**src/rtl/multi_channel_encoder_speed_macros.svh**
```systemverilog
// Assertion macros for the encoder speed block.
// Used by rtl/multi_channel_encoder_speed.sv; expects clk and arst_n in scope.
`ifndef MULTI_CHANNEL_ENCODER_SPEED_MACROS_SVH
`define MULTI_CHANNEL_ENCODER_SPEED_MACROS_SVH
`ifndef SYNTHESIS
// same-cycle implication
`define MCES_ASSERT_IMP(lbl, ante, cons) \
	lbl: assert property (@(posedge clk) disable iff (!arst_n) (ante) |-> (cons)) \
		else $error("mces assertion failed");
// next-cycle implication
`define MCES_ASSERT_NXT(lbl, ante, cons) \
	lbl: assert property (@(posedge clk) disable iff (!arst_n) (ante) |=> (cons)) \
		else $error("mces assertion failed");
`else
`define MCES_ASSERT_IMP(lbl, ante, cons)
`define MCES_ASSERT_NXT(lbl, ante, cons)
`endif
`endif

```
**src/rtl/mces_pkg.sv**
```systemverilog
// Types and constants for the encoder speed block.
// No dependencies; used by the interfaces and the top level.
`timescale 1ns / 1ps
`default_nettype none
package mces_pkg;
	localparam int CHANNELS  = 4;
	localparam int CH_W      = 2;
	localparam int CNT_W     = 32;
	localparam int IVL_W     = 16;
	localparam int NARROW_W  = 16;
	localparam int MS_PER_S  = 1000;
	localparam int MS_W      = 10;
	// |delta| * 1000 stays below 2^41
	localparam int PROD_W    = 41;
	localparam int STEP_W    = $clog2(PROD_W);

	typedef logic [CHANNELS-1:0]      mask_t;
	typedef logic [CH_W-1:0]          chan_t;
	typedef logic [CNT_W-1:0]         cnt_t;
	typedef logic signed [CNT_W-1:0]  sword_t;
	typedef logic [IVL_W-1:0]         ivl_t;
	typedef logic [PROD_W-1:0]        prod_t;
	typedef logic [STEP_W-1:0]        step_t;

	localparam mask_t  MASK_RESET = mask_t'(2);
	localparam sword_t SPEED_MAX  = 32'sh7FFF_FFFF;
	localparam sword_t SPEED_MIN  = 32'sh8000_0000;

	typedef enum logic [1:0] {
		OP_START   = 2'd0,
		OP_MEASURE = 2'd1,
		OP_READ    = 2'd2
	} op_t;

	typedef enum logic [1:0] {
		S_IDLE,
		S_MUL,
		S_DIV,
		S_FIN
	} state_t;
endpackage
`default_nettype wire

```
**src/rtl/mces_if.sv**
```systemverilog
// Valid/ready channel interfaces for the encoder speed block.
// Depends on mces_pkg.
`timescale 1ns / 1ps
`default_nettype none
interface mces_in_if;
	import mces_pkg::*;
	logic  valid;
	logic  ready;
	logic  [1:0] opcode;
	chan_t channel;
	cnt_t  counter_value;
	ivl_t  interval_ms;
	modport source (output valid, opcode, channel, counter_value, interval_ms, input ready);
	modport sink (input valid, opcode, channel, counter_value, interval_ms, output ready);
endinterface

interface mces_out_if;
	import mces_pkg::*;
	logic   valid;
	logic   ready;
	chan_t  result_channel;
	sword_t delta_count;
	sword_t speed;
	cnt_t   last_counter;
	modport source (output valid, result_channel, delta_count, speed, last_counter, input ready);
	modport sink (input valid, result_channel, delta_count, speed, last_counter, output ready);
endinterface
`default_nettype wire

```
**src/rtl/multi_channel_encoder_speed.sv**
```systemverilog
// Four-channel encoder speed block (M method). A measure passes through a multiply state,
// 41 restoring divide steps and a finish state; start and read go straight to finish.
// One transaction in flight: a new request is taken only in idle, and the finish state waits
// for out_ch.ready while an unread result is held; a dropped transaction stays in idle.
// arst_n clears state, the mask to 2.
// Depends on mces_pkg, mces_if and multi_channel_encoder_speed_macros.svh.
`timescale 1ns / 1ps
`default_nettype none
`include "multi_channel_encoder_speed_macros.svh"
module multi_channel_encoder_speed (
	input  wire logic            clk,
	input  wire logic            arst_n,
	input  wire logic            cfg_we,
	input  wire mces_pkg::mask_t cfg_wdata,
	mces_in_if.sink              in_ch,
	mces_out_if.source           out_ch
);
	import mces_pkg::*;

	// control state
	state_t state_q, state_d;
	logic   out_valid_q;
	mask_t  mask_q;

	// per-channel store
	cnt_t   last_count_q [CHANNELS];
	sword_t stored_delta_q [CHANNELS];
	sword_t stored_speed_q [CHANNELS];

	// captured transaction
	logic [1:0] op_q;
	chan_t      ch_q;
	cnt_t       cnt_q;
	ivl_t       ivl_q;

	// arithmetic working registers
	sword_t delta_q;
	logic   neg_q;
	prod_t  quo_q;   // dividend shifts out at the top, quotient in at the bottom
	ivl_t   rem_q;
	step_t  step_q;

	// output register
	chan_t  out_ch_q;
	sword_t out_delta_q;
	sword_t out_speed_q;
	cnt_t   out_last_q;

	logic   in_accept;
	logic   load_mul;
	logic   div_run;
	logic   fin_go;

	cnt_t   diff;
	sword_t delta_new;
	cnt_t   mag;
	prod_t  product;
	logic [IVL_W:0] trial;
	logic   q_bit;
	ivl_t   rem_next;
	sword_t sat_speed;
	logic   pos_ovf;
	logic   neg_ovf;
	sword_t res_delta;
	sword_t res_speed;
	cnt_t   res_last;

	// ---------------- next state ----------------
	always_comb begin
		state_d = state_q;
		case (state_q)
			S_IDLE: begin
				if (in_ch.valid) begin
					case (in_ch.opcode)
						OP_START, OP_READ: state_d = S_FIN;
						OP_MEASURE: begin
							if (in_ch.interval_ms != '0) begin
								state_d = S_MUL;
							end
						end
						default: state_d = S_IDLE;   // unused opcode: dropped
					endcase
				end
			end
			S_MUL: state_d = S_DIV;
			S_DIV: begin
				if (step_q == '0) begin
					state_d = S_FIN;
				end
			end
			S_FIN: begin
				if (!out_valid_q || out_ch.ready) begin
					state_d = S_IDLE;
				end
			end
			default: state_d = S_IDLE;
		endcase
	end

	// ---------------- sequencer outputs ----------------
	always_comb begin
		in_ch.ready = (state_q == S_IDLE);
		in_accept   = in_ch.valid && (state_q == S_IDLE);
		load_mul    = (state_q == S_MUL);
		div_run     = (state_q == S_DIV);
		fin_go      = (state_q == S_FIN) && (!out_valid_q || out_ch.ready);
	end

	// ---------------- delta and magnitude product ----------------
	always_comb begin
		diff = cnt_q - last_count_q[ch_q];
		if (mask_q[ch_q]) begin
			delta_new = sword_t'(diff);
		end else begin
			delta_new = sword_t'({{(CNT_W-NARROW_W){diff[NARROW_W-1]}}, diff[NARROW_W-1:0]});
		end
		// two's complement negate; -2^31 gives 2^31 as unsigned magnitude
		mag     = delta_new[CNT_W-1] ? (~cnt_t'(delta_new) + cnt_t'(1)) : cnt_t'(delta_new);
		// constant multiply, formed at full product width
		product = prod_t'(mag) * prod_t'(MS_PER_S);
	end

	// ---------------- one restoring divide step ----------------
	always_comb begin
		trial = {rem_q, quo_q[PROD_W-1]};
		if (trial >= {1'b0, ivl_q}) begin
			q_bit    = 1'b1;
			rem_next = IVL_W'(trial - {1'b0, ivl_q});
		end else begin
			q_bit    = 1'b0;
			rem_next = trial[IVL_W-1:0];
		end
	end

	// ---------------- sign restore and int32 saturation ----------------
	always_comb begin
		pos_ovf = |quo_q[PROD_W-1:CNT_W-1];
		neg_ovf = (|quo_q[PROD_W-1:CNT_W]) || (quo_q[CNT_W-1] && (|quo_q[CNT_W-2:0]));
		if (neg_q) begin
			sat_speed = neg_ovf ? SPEED_MIN : sword_t'(~quo_q[CNT_W-1:0] + cnt_t'(1));
		end else begin
			sat_speed = pos_ovf ? SPEED_MAX : sword_t'(quo_q[CNT_W-1:0]);
		end
	end

	// ---------------- result selection ----------------
	always_comb begin
		case (op_q)
			OP_START: begin
				res_delta = '0;
				res_speed = '0;
				res_last  = cnt_q;
			end
			OP_MEASURE: begin
				res_delta = delta_q;
				res_speed = sat_speed;
				res_last  = cnt_q;
			end
			default: begin   // read
				res_delta = stored_delta_q[ch_q];
				res_speed = stored_speed_q[ch_q];
				res_last  = last_count_q[ch_q];
			end
		endcase
	end

	// ---------------- control registers and channel store ----------------
	always_ff @(posedge clk or negedge arst_n) begin
		if (!arst_n) begin
			state_q     <= S_IDLE;
			out_valid_q <= 1'b0;
			mask_q      <= MASK_RESET;
			for (int i = 0; i < CHANNELS; i++) begin
				last_count_q[i]   <= '0;
				stored_delta_q[i] <= '0;
				stored_speed_q[i] <= '0;
			end
		end else begin
			state_q <= state_d;
			if (cfg_we) begin
				mask_q <= cfg_wdata;
			end
			if (fin_go) begin
				out_valid_q <= 1'b1;
			end else if (out_ch.ready) begin
				out_valid_q <= 1'b0;
			end
			if (fin_go) begin
				last_count_q[ch_q]   <= res_last;
				stored_delta_q[ch_q] <= res_delta;
				stored_speed_q[ch_q] <= res_speed;
			end
		end
	end

	// ---------------- datapath registers ----------------
	always_ff @(posedge clk) begin
		if (in_accept) begin
			op_q  <= in_ch.opcode;
			ch_q  <= in_ch.channel;
			cnt_q <= in_ch.counter_value;
			ivl_q <= in_ch.interval_ms;
		end
		if (load_mul) begin
			delta_q <= delta_new;
			neg_q   <= delta_new[CNT_W-1];
			quo_q   <= product;
			rem_q   <= '0;
			step_q  <= step_t'(PROD_W - 1);
		end else if (div_run) begin
			quo_q  <= {quo_q[PROD_W-2:0], q_bit};
			rem_q  <= rem_next;
			step_q <= step_q - step_t'(1);
		end
		if (fin_go) begin
			out_ch_q    <= ch_q;
			out_delta_q <= res_delta;
			out_speed_q <= res_speed;
			out_last_q  <= res_last;
		end
	end

	assign out_ch.valid          = out_valid_q;
	assign out_ch.result_channel = out_ch_q;
	assign out_ch.delta_count    = out_delta_q;
	assign out_ch.speed          = out_speed_q;
	assign out_ch.last_counter   = out_last_q;

	// ---------------- assertions ----------------
	// divider never runs on a zero interval
	`MCES_ASSERT_IMP(a_div_nonzero, state_q == S_DIV, ivl_q != '0)
	// a finished transaction always lands in the output register
	`MCES_ASSERT_NXT(a_fin_out, fin_go, out_valid_q)
	// unused opcode is dropped without leaving idle
	`MCES_ASSERT_NXT(a_drop_op, in_accept && in_ch.opcode > OP_READ, state_q == S_IDLE)
endmodule
`default_nettype wire
```
**src/flat_wrapper.sv**
```systemverilog
// flat-port wrapper written by rule: the top's interface ports become plain ports
module multi_channel_encoder_speed_flat import mces_pkg::*;
  (clk, arst_n, cfg_we, cfg_wdata, in_ch_valid, in_ch_opcode, in_ch_channel, in_ch_counter_value, in_ch_interval_ms, in_ch_ready, out_ch_valid, out_ch_result_channel, out_ch_delta_count, out_ch_speed, out_ch_last_counter, out_ch_ready);
  mces_in_if in_ch_i ();
  mces_out_if out_ch_i ();
  input  wire logic clk;
  input  wire logic arst_n;
  input  wire logic cfg_we;
  input  wire mces_pkg::mask_t cfg_wdata;
  input wire logic [$bits(in_ch_i.valid)-1:0] in_ch_valid;
  input wire logic [$bits(in_ch_i.opcode)-1:0] in_ch_opcode;
  input wire logic [$bits(in_ch_i.channel)-1:0] in_ch_channel;
  input wire logic [$bits(in_ch_i.counter_value)-1:0] in_ch_counter_value;
  input wire logic [$bits(in_ch_i.interval_ms)-1:0] in_ch_interval_ms;
  output wire logic [$bits(in_ch_i.ready)-1:0] in_ch_ready;
  output wire logic [$bits(out_ch_i.valid)-1:0] out_ch_valid;
  output wire logic [$bits(out_ch_i.result_channel)-1:0] out_ch_result_channel;
  output wire logic [$bits(out_ch_i.delta_count)-1:0] out_ch_delta_count;
  output wire logic [$bits(out_ch_i.speed)-1:0] out_ch_speed;
  output wire logic [$bits(out_ch_i.last_counter)-1:0] out_ch_last_counter;
  input wire logic [$bits(out_ch_i.ready)-1:0] out_ch_ready;
  assign in_ch_i.valid = in_ch_valid;
  assign in_ch_i.opcode = in_ch_opcode;
  assign in_ch_i.channel = in_ch_channel;
  assign in_ch_i.counter_value = in_ch_counter_value;
  assign in_ch_i.interval_ms = in_ch_interval_ms;
  assign in_ch_ready = in_ch_i.ready;
  assign out_ch_valid = out_ch_i.valid;
  assign out_ch_result_channel = out_ch_i.result_channel;
  assign out_ch_delta_count = out_ch_i.delta_count;
  assign out_ch_speed = out_ch_i.speed;
  assign out_ch_last_counter = out_ch_i.last_counter;
  assign out_ch_i.ready = out_ch_ready;
  multi_channel_encoder_speed u_core (.clk(clk), .arst_n(arst_n), .cfg_we(cfg_we), .cfg_wdata(cfg_wdata), .in_ch(in_ch_i), .out_ch(out_ch_i));
endmodule
```
**config.mk**
```make
export PLATFORM = sky130hd
export DESIGN_NAME = multi_channel_encoder_speed_flat
export DESIGN_NICKNAME = d
export VERILOG_FILES = /design/src/rtl/mces_pkg.sv /design/src/rtl/mces_if.sv /design/src/rtl/multi_channel_encoder_speed.sv /design/src/flat_wrapper.sv
export VERILOG_INCLUDE_DIRS = /design/src /design/src/rtl
export SDC_FILE = /design/constraint.sdc
export NUM_CORES = 2
export LEC_CHECK = 0
export ABC_AREA = 1
export ABC_CLOCK_PERIOD_IN_PS = 9800
export BUFFER_PORTS_ARGS = -buffer_cell sky130_fd_sc_hd__clkbuf_2
export CORE_MARGIN = 2
export CORE_UTILIZATION = 50
export CTS_CLUSTER_DIAMETER = 100
export DETAILED_ROUTE_END_ITERATION = 12
export PLACE_DENSITY_LB_ADDON = 0.25
export RECOVER_POWER = 100
export SLEW_MARGIN = 5
export SYNTH_ARGS = -nofsm -noshare
export SYNTH_HDL_FRONTEND = slang
export SYNTH_SLANG_ARGS = --single-unit
```
**constraint.sdc**
```tcl
create_clock -name clk -period 9.8 [get_ports clk]
set_clock_uncertainty 0.15 [all_clocks]
set_input_delay 1.47 -clock clk [delete_from_list [all_inputs] [get_ports clk]]
set_output_delay 1.47 -clock clk [all_outputs]
set_load 0.02 [all_outputs]
```
==> reports/qor.txt <==
status = finished, violations left
failing checks = max-capacitance violations, max-slew violations
crit-path max FO = 30
DRT iter0 DRCs = 2535
Worst Hold Class = reg -> reg
endpoints failing hold = 0
Post-Syn Area = 0.0361 sq mm
CP Capture Type = flip-flop
Final Routed Wirelength = 93300 um
DP Wirelength = 64500 um
vias per cell = 5.45
Syn Nets = 4469
vias = 28.8k
endpoints failing setup = 0
Cells after Synth = 4162
Routability Congestion = 0.956
share of cells above drive strength 1 = 6.58%
first-pass GRT wire length = 151000 um
drt pass-1 iters = 7
Die Wd = 273 um
largest net degree at the start of global routing = 159
Max Fclk = 110 MHz
core region area = 0.0715 sq mm
post-route ant nets = 0
Std-Cell Rows = 98
CTS root buf = clkbuf_16
GRT overflow = 0
Final #Nets = 4582
Setup Fix Bufs, Post-CTS = 0
post-CTS sizing = 0
CP dominant cell by count = nand2_1
Post-synth EDFFs = 220
Synth warnings = 0
Slew headroom = -198%
Worst Path Class, Setup = reg -> reg
vias in the first global route = 28.1k
Unique masters post-synth = 67
unrepaired setup endpoints after global routing = no
initial core utilization = 50.5%
CTS buffer count = 71
setup TNS = 0 ns
Worst-Margin Slew = 4.46 ns
Worst setup SP type = flip-flop
area grow syn2layout = 10.4%
DR WL/cell = 17.6 um
crit share post-route = 92.6%
H-tree levels = 3
Worst-path clk slew = 0.07 ns
antenna violations before repair = 2
CTS Hold Buffers Added = 0
Die Y = 273 um
register area share after synthesis = 46.8%
flops & latches, synth = 636
Top Ports = 161
R2R cell count = 41
clock sinks = 636
Main synth FF type = dfrtp_1
TritonCTS clock tree = done
Overall Global Routing Usage = 25.5%
port bufs = 160
Async S/R FF share, synth = 61.5%
max-slew violations = 1392
Syn Area/Cell = 8.68 sq um
clk_lat worst skew = 0.62 ns
CTS Buffer Depth = 3
required time of the critical path = 10.02 ns
CP max-delay cell = nor4_1
hold depth = 2
CP max stage delay = 0.54 ns
drc violations = 0
minimum clock period after layout = 9.07 ns
Max-cap violations = 19
Die ar. = 0.0744 sq mm
Data arrival, critical path = 9.29 ns
-- layout by cell type, fill, tap and decap left out, types with 13 or more instances in the layout --
cell type	instances
nand2_1	1128
nand4_1	24
clkbuf_16	72
fa_1	114
nand3_1	117
buf_4	22
a221oi_1	31
nor3_1	16
xor2_1	49
a22o_1	42
dfrtp_1	390
dfxtp_1	25
o22ai_1	99
edfxtp_1	220
clkbuf_2	48
nand3b_1	13
a31oi_1	26
a22oi_1	50
nor2_1	177
inv_1	548
a21oi_1	126
ha_1	131
nand2_2	16
nand2_4	14
o21ai_0	494
xnor2_1	14
inv_2	27
clkbuf_1	152
-- state kept, by name (all words and copies together), names as in the netlist --
name / count
u_core.ch_q: 2
u_core.out_ch.last_counter: 32
u_core.out_ch.valid: 1
u_core.step_q: 6
u_core.last_count_q: 128
u_core.cnt_q: 32
u_core.state_q: 2
u_core.out_ch.speed: 32
u_core.out_ch.delta_count: 32
u_core.quo_q: 41
u_core.neg_q: 1
u_core.stored_delta_q: 128
u_core.rem_q: 16
u_core.delta_q: 31
u_core.ivl_q: 16
u_core.mask_q: 4
u_core.out_ch.result_channel: 2
u_core.op_q: 2
u_core.stored_speed_q: 128
-- Yosys cell counts (all sizes together), types with 26 or more instances --
cell	instances	share of area, %
fa	114	6.3
nor2	194	2.2
ha	132	4.6
nand2	1160	13
inv	575	6.0
a221oi	31	0.75
o22ai	99	1.7
clkbuf	125	1.3
a22oi	51	1.1
a21oi	129	1.8
buf	38	0.49
dfrtp	390	27
a22o	42	1.0
edfxtp	220	18
nand3	124	1.9
a31oi	26	0.45
xor2	51	1.3
o21ai	500	7.1
nand4	26	0.48
-- layout make-up --
type                    count  area (sq um)
multi-input cells        2786         16400
repair buffers            203           921
well taps                 950          1190
diodes                      1          2.50
fillers                  6501         31600
clock buffers              96          1930
flip-flops and latches    636         16900
clock inverters            35           375
inverters                 577          2170
-- worst max-delay path, delay by kind of cell (launching register included) --
kind	cells	cell delay, ns
xor gates and xnor gates	1	0.27
AOI/OAI and AO/OA	6	1.09
buffers and inverters	9	0.98
DFF	1	0.53
adders and majority gates	6	2.72
and+or+nand+nor	19	3.05
-- worst paths after layout --
check	slack, ns	startpoint	endpoint
hold reg to reg	0.33	u_core.stored_speed_q[91]	u_core.stored_speed_q[91]
setup reg to reg	0.73	u_core.ch_q[0]	u_core.quo_q[40]
hold / removal	0.33	u_core.stored_speed_q[91]	u_core.stored_speed_q[91]
setup / recovery	0.73	u_core.ch_q[0]	u_core.quo_q[40]
max in group asynchronous	1.55	arst_n	u_core.stored_speed_q[57]
min in group asynchronous	2.29	arst_n	u_core.stored_delta_q[49]
-- kinds of logic (layout without fill, tap and decap cells) --
kind of cell               Yosys count  after routing  share of synthesized area, %
and+or+nand+nor                   1553           1553                          18.1
AOI/OAI and AO/OA                  918            918                          14.8
buffers and inverters              740            911                          7.79
DFF                                636            636                          46.8
adders and majority gates          246            246                          10.9
xor gates and xnor gates            65             65                          1.60
muxes                                4              4                         0.125
other                                0              1                             0
-- routing by layer --
metal  vias up  track usage, %  wire length [um]
met5         -               0                 0
met4         0            7.36              2350
met3       176            5.41              7430
met2       969            39.5             41400
met1     13700            36.2             42100
li1      13900               -                 -
-- per-stage QoR --
| step | cell area [sq um] | setup slack, ns | utilization, % | instances | hold slack [ns] |
|---|---|---|---|---|---|
| 2_1_floorplan | 36100 | 1.94 | - | 4162 | 0.300 |
| 3_3_place_gp | 37900 | 0.882 | 53.0 | 5152 | 0.312 |
| 3_5_place_dp | 37900 | 0.660 | 53.0 | 5152 | 0.316 |
| 4_1_cts | 40200 | 0.624 | 56.3 | 5283 | 0.331 |
| 5_1_grt | 39900 | 0.00568 | 55.8 | 5283 | 0.348 |
| 6_report | 39900 | 0.727 | 55.8 | 5284 | 0.328 |
Power is not shown: default switching activity piles up to over one toggle a cycle in this logic, so the estimate is an artifact.
